<file path="config.mk">
export PLATFORM = sky130hd
export DESIGN_NAME = sfpa_proj
export DESIGN_NICKNAME = d
export VERILOG_FILES = /design/src/hdl/sfpa_pkg.sv /design/src/hdl/sfpa_proj.sv
export SDC_FILE = /design/constraint.sdc
export NUM_CORES = 2
export LEC_CHECK = 0
export BUFFER_PORTS_ARGS = -buffer_cell sky130_fd_sc_hd__buf_2
export CORE_ASPECT_RATIO = 1.75
export CORE_MARGIN = 8
export CORE_UTILIZATION = 60
export DETAILED_ROUTE_END_ITERATION = 8
export HOLD_SLACK_MARGIN = 0.06
export PLACE_DENSITY = 0.76
export SYNTH_ARGS = -nofsm -noshare
export SYNTH_HDL_FRONTEND = slang
export SYNTH_SLANG_ARGS = --single-unit
</file>
<file path="constraint.sdc">
create_clock -name clk -period 12 [get_ports clk]
set_input_delay 2.4 -clock clk [delete_from_list [all_inputs] [get_ports clk]]
set_output_delay 2.4 -clock clk [all_outputs]
set_load 0.05 [all_outputs]
</file>
<file path="src/hdl/sfpa_pkg.sv">
`timescale 1ns / 1ps
// ----------------------------------------------------------------------------
// sfpa_pkg
// Types and constants shared by the starfield project-and-advance block.
// ----------------------------------------------------------------------------
package sfpa_pkg;

    localparam int NUM_STARS_DEF = 1024;
    localparam int OFIFO_DEPTH   = 32;

    localparam logic       OP_LOAD = 1'b0;
    localparam logic       OP_STEP = 1'b1;

    localparam logic [16:0] Z_ONE   = 17'h10000;
    localparam logic [5:0]  DT_MAX  = 6'd32;
    // 51 * 2^32: 255 * 0.2 in the Q.16 squared depth scale
    localparam logic [41:0] BRIGHT_NUM = 42'd51 << 32;

    localparam logic [9:0] W_RESET = 10'd320;
    localparam logic [9:0] H_RESET = 10'd256;

    localparam logic CFG_WIDTH  = 1'b0;
    localparam logic CFG_HEIGHT = 1'b1;

    typedef struct packed {
        logic signed [15:0] x;
        logic signed [15:0] y;
        logic [16:0]        z;
    } star_t;

    // star as read for one step, handed from memory stage to datapath
    typedef struct packed {
        logic               step;
        logic signed [15:0] x;
        logic signed [15:0] y;
        logic [16:0]        z;
    } item_t;

    typedef struct packed {
        logic       vis;
        logic [7:0] br;
        logic [9:0] py;
        logic [9:0] px;
    } result_t;

endpackage

</file>
<file path="src/hdl/sfpa_proj.sv">
`timescale 1ns / 1ps
// ----------------------------------------------------------------------------
// sfpa_proj
// Projection pipeline: products, then bit-per-stage restoring division.
// ----------------------------------------------------------------------------
module sfpa_proj (
    input  logic              clk,
    input  logic              rst_n,
    input  logic              item_vld,
    input  sfpa_pkg::item_t   item,
    input  logic [9:0]        scr_w,
    input  logic [9:0]        scr_h,
    output logic              res_vld,
    output sfpa_pkg::result_t res
);
    import sfpa_pkg::*;

    localparam int QB = 11;
    localparam int BB = 8;

    typedef struct packed {
        logic        step;
        logic        nx;
        logic        ny;
        logic        ov;
        logic        bsat;
        logic [27:0] rx;
        logic [27:0] ry;
        logic [QB-1:0] qx;
        logic [QB-1:0] qy;
        logic [16:0] z;
        logic [33:0] d2;
        logic [41:0] brem;
        logic [BB-1:0] bq;
    } div_t;

    // products stage
    logic               a_vld_reg;
    logic               a_step_reg;
    logic signed [26:0] a_px_reg;
    logic signed [26:0] a_py_reg;
    logic [16:0]        a_z_reg;
    logic [33:0]        a_d2_reg;

    logic               dv_vld_reg [QB+1];
    div_t               dv_reg     [QB+1];

    div_t               d0;
    logic [26:0]        mx;
    logic [26:0]        my;
    logic [27:0]        zlim;

    always_ff @(posedge clk or negedge rst_n)
    begin
        if (!rst_n)
        begin
            a_vld_reg <= 1'b0;
        end
        else
        begin
            a_vld_reg <= item_vld;
        end
    end

    always_ff @(posedge clk)
    begin
        a_step_reg <= item.step;
        a_px_reg   <= $signed({1'b0, scr_h}) * item.x;
        a_py_reg   <= $signed({1'b0, scr_h}) * item.y;
        a_z_reg    <= item.z;
        a_d2_reg   <= item.z * item.z;
    end

    // magnitudes, overflow and saturation checks
    always_comb
    begin
        mx      = a_px_reg[26] ? 27'(-a_px_reg) : 27'(a_px_reg);
        my      = a_py_reg[26] ? 27'(-a_py_reg) : 27'(a_py_reg);
        zlim    = 28'(a_z_reg) << QB;
        d0.step = a_step_reg;
        d0.nx   = a_px_reg[26];
        d0.ny   = a_py_reg[26];
        d0.ov   = (28'(mx) >= zlim) || (28'(my) >= zlim);
        d0.bsat = BRIGHT_NUM >= (42'(a_d2_reg) << BB);
        d0.rx   = 28'(mx);
        d0.ry   = 28'(my);
        d0.qx   = '0;
        d0.qy   = '0;
        d0.z    = a_z_reg;
        d0.d2   = a_d2_reg;
        d0.brem = BRIGHT_NUM;
        d0.bq   = '0;
    end

    always_ff @(posedge clk or negedge rst_n)
    begin
        if (!rst_n)
        begin
            dv_vld_reg[0] <= 1'b0;
        end
        else
        begin
            dv_vld_reg[0] <= a_vld_reg;
        end
    end

    always_ff @(posedge clk)
    begin
        dv_reg[0] <= d0;
    end

    // one quotient bit per stage; brightness rides along in the first stages
    for (genvar k = 0; k < QB; k++)
    begin : g_div
        div_t        dn;
        logic [27:0] zs;
        logic [41:0] ds;

        always_comb
        begin
            dn = dv_reg[k];
            zs = 28'(dv_reg[k].z) << (QB - 1 - k);
            ds = 42'(dv_reg[k].d2) << ((k < BB) ? (BB - 1 - k) : 0);
            if (dv_reg[k].rx >= zs)
            begin
                dn.rx            = dv_reg[k].rx - zs;
                dn.qx[QB - 1 - k] = 1'b1;
            end
            if (dv_reg[k].ry >= zs)
            begin
                dn.ry            = dv_reg[k].ry - zs;
                dn.qy[QB - 1 - k] = 1'b1;
            end
            if ((k < BB) && (dv_reg[k].brem >= ds))
            begin
                dn.brem = dv_reg[k].brem - ds;
                dn.bq[(k < BB) ? (BB - 1 - k) : 0] = 1'b1;
            end
        end

        always_ff @(posedge clk or negedge rst_n)
        begin
            if (!rst_n)
            begin
                dv_vld_reg[k+1] <= 1'b0;
            end
            else
            begin
                dv_vld_reg[k+1] <= dv_vld_reg[k];
            end
        end

        always_ff @(posedge clk)
        begin
            dv_reg[k+1] <= dn;
        end
    end

    // floor for negatives, recenter and clip
    div_t               df;
    logic signed [12:0] ux;
    logic signed [12:0] vy;
    logic               vis;

    assign df = dv_reg[QB];

    always_comb
    begin
        ux = df.nx ? -(13'(df.qx) + 13'(df.rx != '0)) : 13'(df.qx);
        vy = df.ny ? -(13'(df.qy) + 13'(df.ry != '0)) : 13'(df.qy);
        ux = ux + 13'(scr_w >> 1);
        vy = vy + 13'(scr_h >> 1);
        vis = df.step && !df.ov && !ux[12] && !vy[12]
              && (ux < $signed(13'(scr_w))) && (vy < $signed(13'(scr_h)));
        res.vis = vis;
        res.px  = vis ? ux[9:0] : 10'd0;
        res.py  = vis ? vy[9:0] : 10'd0;
        if (!df.step)
        begin
            res.br = '0;
        end
        else
        begin
            res.br = df.bsat ? 8'd255 : df.bq;
        end
    end

    assign res_vld = dv_vld_reg[QB];

endmodule

</file>
==> out/results.ini <==
[placed_design]
detailed_place_hpwl_mm=204
io_buffer_count=102
place_congestion=0.998

[sta]
report.final.hold_viol_count=0
slew_headroom=0.0620
totalNegativeSetupSlack_ns=0
timing.final.max_slew_violations=0
fin_skew_ns=0.0522
fmax_ghz=0.0997
unrepaired_setup_endpoints_after_global_routing=false
tightest_slew_ns=1.39
fin_crit_ns=10.03
setup_violations=0
final_cycle_utilization_of_the_critical_path=0.836

[status]
outcome=finished, final reports clean

[logic_synthesis]
syn-instance-count=10800
ys.flop_type=dfxtp_1
yosys-top-cells-area=dfxtp_1 (35%), ha_1 (12%), fa_1 (10%), inv_1 (5.0%), xnor2_1 (4.0%)
synth.most_common_cell=dfxtp_1
synth.top_cells.by_count=dfxtp_1 (1734), inv_1 (1313), ha_1 (941), nand2_1 (918), o21ai_0 (677)
synth_top_cell_by_area=dfxtp_1
yosysTopAreaCellShare=0.351
mappedNetlistArea_sq_um=98900
syn-num-nets=12300
async_flop_share=0.00744
yosysSeqAreaShare=0.354
synthesis.area_per_instance_sq_um=9.16
synth_edf_count=0
synth.yosys.warnings=0
yosys_register_bits=1747
synthDistinctLibCells=89

[floorplanning]
die_x_microns=323
chipHeight_microns=553
std_cell_rows=197
floorplan.die_area_sq_um=179000
design.core.area_sq_um=164000
floorplan.initialDensity=0.602
io_pins=103

[drt]
route.detailed.drc=0
dr.first_iter.drc_count=3795
route.antenna.remaining_nets=0
drt-vias-per-instance=5.68
routed_wire_length_per_instance_microns=19.0
routed_wirelength_mm=251
route.vias.total=74900
detail_route.first_pass.iterations=6

[critical_path]
critical-path-max-stage-delay_ns=0.87
reg2reg_from=dv_reg[5][84]$_DFF_P_
setup.worst_path.end_class=output pin
timing.setup.critical_path_class=reg -> out
worst_setup_path_start_kind=flip-flop
critical_path.cell_chain=nor4_1 > nand4_1 > nor2_1 > ha_1 > ha_1 > inv_1 > ha_1 > o21bai_1 > a21oi_1 > xnor2_1 > nand2_1 > o21ai_0 > ha_1 > o41ai_1 > o21a_1 > xor2_1 > inv_1 > ha_1 > or4b_2 > a221oi_1 > nand3_1 > or4b_1 > a211oi_1 > buf_2
timing.critical_path.mode_cell=ha_1
critical_path_launch_point=dv_reg[5][308]$_DFF_P_
critical_path.max_fanout=21
cp_data_required_time_ns=9.60
worst_ep_arrival_time_ns=7.63
regToRegSetupSlack_ns=6.88
crit_slowest_cell=or4b_1

[global_routing]
antenna_found_initial=5
grt_pass1_vias=78700
maximum_number_of_pins_on_one_net_before_global_route_repair=69
global_route.usage.total=0.275
wire_length_of_the_first_global_routing_pass_mm=395
grt_remaining_overflow=0

[clock_network]
cts.clk_slew.worst_paths_ns=0.07
post_cts_resize_count=0
h_tree_level_count=4
clock_sinks=1747
cts_tree=yes
postCtsHoldBufs=0
max-clock-path-buffers=4
cts_root_buffer=clkbuf_16
post-cts-setup-buffers=0
number_of_clock_buffers_inserted_by_tritoncts=163
worstSkewPairLatency_ns=0.81

[layout]
layout-drive-gt1-share=0.0514
final_net_count=12400
area.growth.synth_to_final_pct=8.32
flip_flop_count_of_the_largest_register_after_layout=1630

[worst_hold_path]
hp-class=reg -> reg
hold_path_startpoint=dv_reg[2][7]$_DFF_P_

[run]
maxCapViolations=0

==> cell type report <==
class	instances	area, sq um
clock inverter	75	895
multi-input combinational	7501	58100
fill	13500	57000
inverter	1315	4940
timing repair buffer	148	856
antenna	3	7.51
sequential	1747	35000
clock buffer	208	4540
tap	2189	2740
==> worst paths after layout <==
kind | end | depth (start not counted)
worst max-delay path | res[6] | 24
worst min-delay path | dv_reg[2][191]$_DFF_P_ | 0
worst max register to register | dv_reg[5][362]$_DFF_P_ | 13
worst min register to register | dv_reg[2][191]$_DFF_P_ | 0
max in group asynchronous | dv_vld_reg[3]$_DFF_PN0_ | 1
min in group asynchronous | dv_vld_reg[6]$_DFF_PN0_ | 1
==> critical path, delay by kind of cell, from the launching register on <==
family          cells  cell delay [ns]
compound gates      7             1.80
fa+ha+maj           5             1.08
buf+inv             3             0.42
flops               1             0.30
xor+xnor            2             0.32
simple gates        7             2.93
==> cells in the final DEF, fill, tap and decap left out, types with 60 or more instances in the layout <==
cell | synthesis | routed
dfxtp_1 | 1734 | 1734
inv_1 | 1313 | 1313
ha_1 | 941 | 941
nand2_1 | 918 | 918
o21ai_0 | 677 | 677
a21oi_1 | 624 | 621
nor2_1 | 618 | 618
fa_1 | 506 | 506
xnor2_1 | 456 | 456
xor2_1 | 311 | 311
and2_1 | 270 | 270
a21o_1 | 257 | 257
nor3_1 | 201 | 201
clkbuf_16 | 0 | 165
nand3_1 | 143 | 143
nor2b_1 | 137 | 134
nand2b_1 | 132 | 132
o21a_1 | 121 | 120
buf_2 | 4 | 102
nand4_1 | 97 | 97
nor4_1 | 96 | 96
o31ai_1 | 85 | 83
a211oi_1 | 70 | 69
o21bai_1 | 69 | 69
a31oi_1 | 67 | 67
or3_1 | 66 | 66
and3_1 | 62 | 62
mux2_2 | 60 | 60
==> layer usage <==
metal  global-route usage  vias to the layer above  wire length (microns)
met5                    0                        -                     31
met4                0.217                        4                  23400
met3               0.0273                      923                   8210
met2                0.541                     1987                 136000
met1                0.249                    35500                  83300
li1                     -                    36500                      -
==> logic make-up after synthesis <==
family | after synthesis | share of synthesized area
simple gates | 2925 | 0.145
fa+ha+maj | 1447 | 0.221
mux | 89 | 0.00977
buf+inv | 1551 | 0.0592
compound gates | 2273 | 0.142
flops | 1747 | 0.354
xor+xnor | 767 | 0.0679
==> stage by stage <==
step	instance area (sq um)	std cells	hold WS [ns]	setup slack (ns)	util
CTS	107000	13200	0.298	1.91	0.653
detailed placement	102000	12900	0.312	2.03	0.619
global route	107000	13200	0.302	1.38	0.653
global placement	102000	12900	0.311	2.02	0.619
finish	107000	13200	0.293	1.97	0.653
floorplan	98900	10800	0.310	2.60	-
Power is not shown: default switching activity piles up to over one toggle a cycle in this logic, so the estimate is an artifact.
