**config.mk**
```make
export PLATFORM = sky130hd
export DESIGN_NAME = sfpa_ofifo
export DESIGN_NICKNAME = d
export VERILOG_FILES = /design/src/hdl/sfpa_pkg.sv /design/src/hdl/sfpa_ofifo.sv
export SDC_FILE = /design/constraint.sdc
export NUM_CORES = 1
export LEC_CHECK = 0
export BUFFER_PORTS_ARGS = -buffer_cell sky130_fd_sc_hd__buf_2
export CAP_MARGIN = 20
export CELL_PAD_IN_SITES_DETAIL_PLACEMENT = 1
export CELL_PAD_IN_SITES_GLOBAL_PLACEMENT = 2
export CORE_MARGIN = 2
export CORE_UTILIZATION = 25
export DETAILED_ROUTE_END_ITERATION = 6
export GPL_TIMING_DRIVEN = 0
export PLACE_DENSITY = 0.46
export SLEW_MARGIN = 10
export SYNTH_ARGS = -nofsm -noshare
export SYNTH_HDL_FRONTEND = slang
export SYNTH_SLANG_ARGS = --single-unit
```
**constraint.sdc**
```tcl
create_clock -name clk -period 10.3 [get_ports clk]
set_input_delay 0 -clock clk [delete_from_list [all_inputs] [get_ports clk]]
set_output_delay 0 -clock clk [all_outputs]
set_load 0.05 [all_outputs]
```
**src/hdl/sfpa_pkg.sv**
```systemverilog
`timescale 1ns / 1ps
// ----------------------------------------------------------------------------
// sfpa_pkg
// Types and constants shared by the starfield project-and-advance block.
// ----------------------------------------------------------------------------
package sfpa_pkg;

    localparam int NUM_STARS_DEF = 1024;
    localparam int OFIFO_DEPTH   = 32;

    localparam logic       OP_LOAD = 1'b0;
    localparam logic       OP_STEP = 1'b1;

    localparam logic [16:0] Z_ONE   = 17'h10000;
    localparam logic [5:0]  DT_MAX  = 6'd32;
    // 51 * 2^32: 255 * 0.2 in the Q.16 squared depth scale
    localparam logic [41:0] BRIGHT_NUM = 42'd51 << 32;

    localparam logic [9:0] W_RESET = 10'd320;
    localparam logic [9:0] H_RESET = 10'd256;

    localparam logic CFG_WIDTH  = 1'b0;
    localparam logic CFG_HEIGHT = 1'b1;

    typedef struct packed {
        logic signed [15:0] x;
        logic signed [15:0] y;
        logic [16:0]        z;
    } star_t;

    // star as read for one step, handed from memory stage to datapath
    typedef struct packed {
        logic               step;
        logic signed [15:0] x;
        logic signed [15:0] y;
        logic [16:0]        z;
    } item_t;

    typedef struct packed {
        logic       vis;
        logic [7:0] br;
        logic [9:0] py;
        logic [9:0] px;
    } result_t;

endpackage

```
**src/hdl/sfpa_ofifo.sv**
```systemverilog
`timescale 1ns / 1ps
// ----------------------------------------------------------------------------
// sfpa_ofifo
// Output queue that absorbs every result in flight while the sink stalls.
// ----------------------------------------------------------------------------
module sfpa_ofifo #(
    parameter int DEPTH = sfpa_pkg::OFIFO_DEPTH
) (
    input  logic              clk,
    input  logic              rst_n,
    input  logic              wr_en,
    input  sfpa_pkg::result_t wr_data,
    input  logic              rd_en,
    output logic              not_empty,
    output sfpa_pkg::result_t rd_data
);
    import sfpa_pkg::*;

    localparam int PW = (DEPTH > 1) ? $clog2(DEPTH) : 1;

    result_t       q [DEPTH];
    logic [PW-1:0] wr_ptr_reg;
    logic [PW-1:0] rd_ptr_reg;
    logic [PW:0]   cnt_reg;

    always_ff @(posedge clk)
    begin
        if (wr_en)
        begin
            q[wr_ptr_reg] <= wr_data;
        end
    end

    // pointers wrap at DEPTH
    always_ff @(posedge clk or negedge rst_n)
    begin
        if (!rst_n)
        begin
            wr_ptr_reg <= '0;
            rd_ptr_reg <= '0;
            cnt_reg    <= '0;
        end
        else
        begin
            if (wr_en)
            begin
                wr_ptr_reg <= (32'(wr_ptr_reg) == DEPTH - 1) ? '0 : wr_ptr_reg + 1'b1;
            end
            if (rd_en)
            begin
                rd_ptr_reg <= (32'(rd_ptr_reg) == DEPTH - 1) ? '0 : rd_ptr_reg + 1'b1;
            end
            cnt_reg <= cnt_reg + (PW+1)'(wr_en) - (PW+1)'(rd_en);
        end
    end

    assign not_empty = (cnt_reg != '0);
    assign rd_data   = q[rd_ptr_reg];

endmodule

```
==> metrics.txt <==
# TYPE chip_impl_metric gauge
chip_impl_metric{name="detail_route.wl_per_cell",unit="um"} 27.3
chip_impl_metric{name="switching_share_of_power",unit="%"} 34.1
chip_impl_metric{name="postLayoutCellArea",unit="um^2"} 43700
chip_impl_metric{name="ctsLongestPathBuffers",unit=""} 3
chip_impl_metric{name="slowest_delay",unit="ns"} 0.92
chip_impl_info{name="synth_commonest_cells",value="928 x edfxtp_1, 161 x mux4_2, 117 x mux2i_1, 60 x a21oi_1, 57 x o221ai_1"} 1
chip_impl_metric{name="numPortBuffers",unit=""} 62
chip_impl_metric{name="worst_ep_required_time",unit="ns"} 10.30
chip_impl_info{name="endpoint_kind",value="output port"} 1
chip_impl_metric{name="ys_warn_count",unit=""} 0
chip_impl_metric{name="timing_worst_slew_pin_value",unit="ns"} 1.19
chip_impl_metric{name="cts_setup_buffers",unit=""} 0
chip_impl_metric{name="hold_viol",unit=""} 0
chip_impl_metric{name="worst_path_clk_slew",unit="ns"} 0.06
chip_impl_metric{name="detailedPlace.worstSlack",unit="ns"} 6.27
chip_impl_metric{name="clkPwrFrac",unit="%"} 31.2
chip_impl_info{name="synth.area.top_cells",value="edfxtp_1 77%, mux4_2 10%, mux2i_1 3.2%"} 1
chip_impl_metric{name="async_reset_ff_share",unit="%"} 1.69
chip_impl_metric{name="number_of_flip_flops_under_the_largest_register_name",unit=""} 928
chip_impl_metric{name="cts.hold.buffers_added",unit=""} 34
chip_impl_metric{name="start_util",unit="%"} 25.2
chip_impl_info{name="status",value="completed"} 1
chip_impl_metric{name="syn_avg_cell_area",unit="um^2"} 21.9
chip_impl_metric{name="htree_num_levels",unit=""} 3
chip_impl_metric{name="leakage",unit="nW"} 13.9
chip_impl_metric{name="cell_area_after_technology_mapping",unit="um^2"} 36300
chip_impl_metric{name="detailedRoute.firstIterationViolations",unit=""} 1185
chip_impl_metric{name="wire_length_of_the_first_global_routing_pass",unit="um"} 152000
chip_impl_metric{name="total_switching_power",unit="mW"} 3.84
chip_impl_metric{name="irDropWorstVdd",unit="uV"} 116
chip_impl_metric{name="setup_total_negative_slack",unit="ns"} 0
chip_impl_metric{name="area_growth_syn_to_layout",unit="%"} 20.4
chip_impl_metric{name="row_count",unit=""} 139
chip_impl_metric{name="routabilityCongestion",unit=""} 0.720
chip_impl_metric{name="coreArea",unit="um^2"} 144000
chip_impl_metric{name="relSlewSlack",unit="%"} 20.3
chip_impl_metric{name="dp_cells",unit=""} 3700
chip_impl_metric{name="drc_errors",unit=""} 0
chip_impl_metric{name="synth.yosys.seq_area_share",unit="%"} 77.8
chip_impl_info{name="tritoncts_clock_tree",value="built"} 1
chip_impl_metric{name="crit_fanout",unit=""} 10
chip_impl_info{name="setup_repair_after_global_routing_missed_its_margin",value="no"} 1
chip_impl_metric{name="post_layout_nonfiller_instances",unit=""} 3928
chip_impl_info{name="synth_most_common_cell",value="edfxtp_1"} 1
chip_impl_info{name="crit_path_cell_trace",value="buf_2, nand3b_1, clkbuf_1, clkbuf_1, o221ai_1, a211oi_1, a21oi_1, buf_2"} 1
chip_impl_metric{name="routed_wl",unit="um"} 107000
chip_impl_info{name="critPathLaunchType",value="flop"} 1
chip_impl_metric{name="design.portCount",unit=""} 63
chip_impl_metric{name="final-setup-viol-count",unit=""} 0
chip_impl_metric{name="die-width",unit="um"} 385
chip_impl_metric{name="power_per_cell_area",unit="nW/um^2"} 258
chip_impl_metric{name="final_net_count",unit=""} 1988
chip_impl_info{name="dominantRegCellSynth",value="edfxtp_1"} 1
chip_impl_metric{name="yosysTopAreaCellShare",unit="%"} 76.7
chip_impl_metric{name="num_vias",unit=""} 17712
chip_impl_metric{name="post_cts_resize_count",unit=""} 0
chip_impl_metric{name="grt_overflow",unit=""} 0
chip_impl_metric{name="dieHeight",unit="um"} 385
chip_impl_metric{name="postSynthCellCount",unit=""} 1661
chip_impl_metric{name="synth.ff_latch_count",unit=""} 944
chip_impl_metric{name="worst_skew_pair_later_pin_latency",unit="ns"} 0.71
chip_impl_metric{name="clock-sinks",unit=""} 944
chip_impl_metric{name="drv_slew",unit=""} 0
chip_impl_metric{name="route.antenna.remaining_nets",unit=""} 0
chip_impl_metric{name="finClkSkew",unit="ns"} 0.0338
chip_impl_metric{name="timing.final.crit_share",unit="%"} 45.1
chip_impl_metric{name="dpl_cell_area",unit="um^2"} 40200
chip_impl_metric{name="groute.usage.overall",unit="%"} 14.6
chip_impl_metric{name="finalWorstPathRequiredPeriod",unit="ns"} 4.65
chip_impl_metric{name="dpl.hpwl",unit="um"} 74800
chip_impl_metric{name="post_synth_num_cell_types",unit=""} 45
chip_impl_info{name="cp_slowest_cell",value="a211oi_1"} 1
chip_impl_info{name="timing.hold.worst.class",value="primary input to flop"} 1
chip_impl_metric{name="die_outline_area",unit="um^2"} 148000
chip_impl_metric{name="synth_enable_flop_cells",unit=""} 928
chip_impl_metric{name="sequentialPowerShare",unit="%"} 39.8
chip_impl_metric{name="cell_internal_pwr",unit="mW"} 7.44
chip_impl_info{name="path_delay_family",value="buffers and inverters"} 1
chip_impl_metric{name="grt_max_degree",unit=""} 33
chip_impl_metric{name="cp_num_buf_inv",unit=""} 4
chip_impl_metric{name="cts-buffers-inserted",unit=""} 104
chip_impl_metric{name="first_global_vias",unit=""} 19738
chip_impl_info{name="worstSetupPathType",value="flop to output port"} 1
chip_impl_info{name="synth_area_leader_cell",value="edfxtp_1"} 1
chip_impl_metric{name="timing.fmax",unit="MHz"} 215
chip_impl_metric{name="postSynthNetCount",unit=""} 1710
chip_impl_metric{name="drt-pass1-iter-count",unit=""} 5
chip_impl_metric{name="postLayoutCoreUtil",unit="%"} 30.4
chip_impl_metric{name="share_of_layout_cells_above_drive_strength_1",unit="%"} 26.0
chip_impl_metric{name="arrival",unit="ns"} 4.65
chip_impl_metric{name="antenna_found_initial",unit=""} 9
chip_impl_metric{name="routed_via_density",unit=""} 4.51
chip_impl_metric{name="max_cap_violations",unit=""} 0
chip_impl_metric{name="n_fill_cell",unit=""} 14476
chip_impl_metric{name="final.setup.worst_slack",unit="ns"} 5.65
chip_impl_metric{name="combPwrFrac",unit="%"} 29.0
chip_impl_info{name="clock_tree.root_cell",value="clkbuf_16"} 1
## cells by family (layout without fill, tap and decap cells)
| group | count (synthesis) | count (layout) | synth area share (%) |
|---|---|---|---|
| buf+inv | 113 | 472 | 1.96 |
| simple gates | 70 | 70 | 0.919 |
| flops | 944 | 944 | 77.8 |
| fa+ha+maj | 16 | 16 | 0.572 |
| mux | 294 | 294 | 14.2 |
| compound gates | 221 | 221 | 4.44 |
| other cells | 0 | 5 | 0 |
| xor+xnor | 3 | 3 | 0.0723 |
## layout by cell type, fill, tap and decap left out, drive strengths merged, types with 10 or more instances in the layout
master	instances
edfxtp	928
buf	191
mux4	174
clkbuf	169
mux2i	117
a21oi	60
o221ai	57
clkinv	46
dlygate4sd3	35
a211oi	31
a22o	29
a22oi	29
nor2	26
inv	18
dfrtp	16
ha	15
nor3	12
nand2	10
## layout make-up
cell class / instances / area (um^2) / area share, %
Sequential cell: 944 / 28300 / 64.6
Multi-Input combinational cell: 604 / 7570 / 17.3
Clock buffer: 135 / 2790 / 6.39
Tap cell: 1903 / 2380 / 5.44
Timing Repair Buffer: 172 / 1620 / 3.71
Buffer: 95 / 646 / 1.48
Clock inverter: 52 / 379 / 0.867
Inverter: 18 / 67.6 / 0.154
Antenna cell: 5 / 12.5 / 0.0286
## metrics by stage
stage                     total power [mW]  hold WS, ns
final                                 11.3        0.205
after global routing                  11.8        0.226
after CTS                             11.5        0.158
after detailed placement              7.91      -0.0162
after global placement                7.78      -0.0314
after floorplan                       6.45       -0.296
## worst paths after layout
check                                    from  depth (start not counted)  slack [ns]             to
worst max-delay path            rd_ptr_reg[3]                          8        5.65    rd_data[23]
min in group asynchronous               rst_n                          3        0.54  rd_ptr_reg[2]
worst min-delay path                    rd_en                          3        0.21  rd_ptr_reg[0]
max in group asynchronous               rst_n                          3        9.17     cnt_reg[4]
worst max register to register  wr_ptr_reg[0]                          8        7.33      q[18][10]
worst min register to register     cnt_reg[1]                          2        0.65     cnt_reg[1]
## per-layer routing
metal / GRT usage, % / vias up / wire (um)
met3: 2.26 / 120 / 3950
met4: 3.86 / 6 / 1960
li1: - / 7635 / -
met5: 0 / - / 27
met1: 19.0 / 9619 / 46900
met2: 25.2 / 332 / 54400
## power groups by stage
stage	logic, mW	registers [mW]	clock network, mW
2_1_floorplan	1.89	4.55	0
3_3_place_gp	3.20	4.58	0
3_5_place_dp	3.34	4.57	0
4_1_cts	3.36	4.49	3.64
5_1_grt	3.49	4.50	3.76
6_report	3.27	4.49	3.53
## worst reg2reg max path: cells and delay by family, from the launching register on
kind	cells	cell delay, ns
buffers and inverters	5	0.98
adders and majority gates	1	0.15
and+or+nand+nor	2	1.12
DFF	1	0.43
No activity file was read; power rests on OpenSTA's default activity.
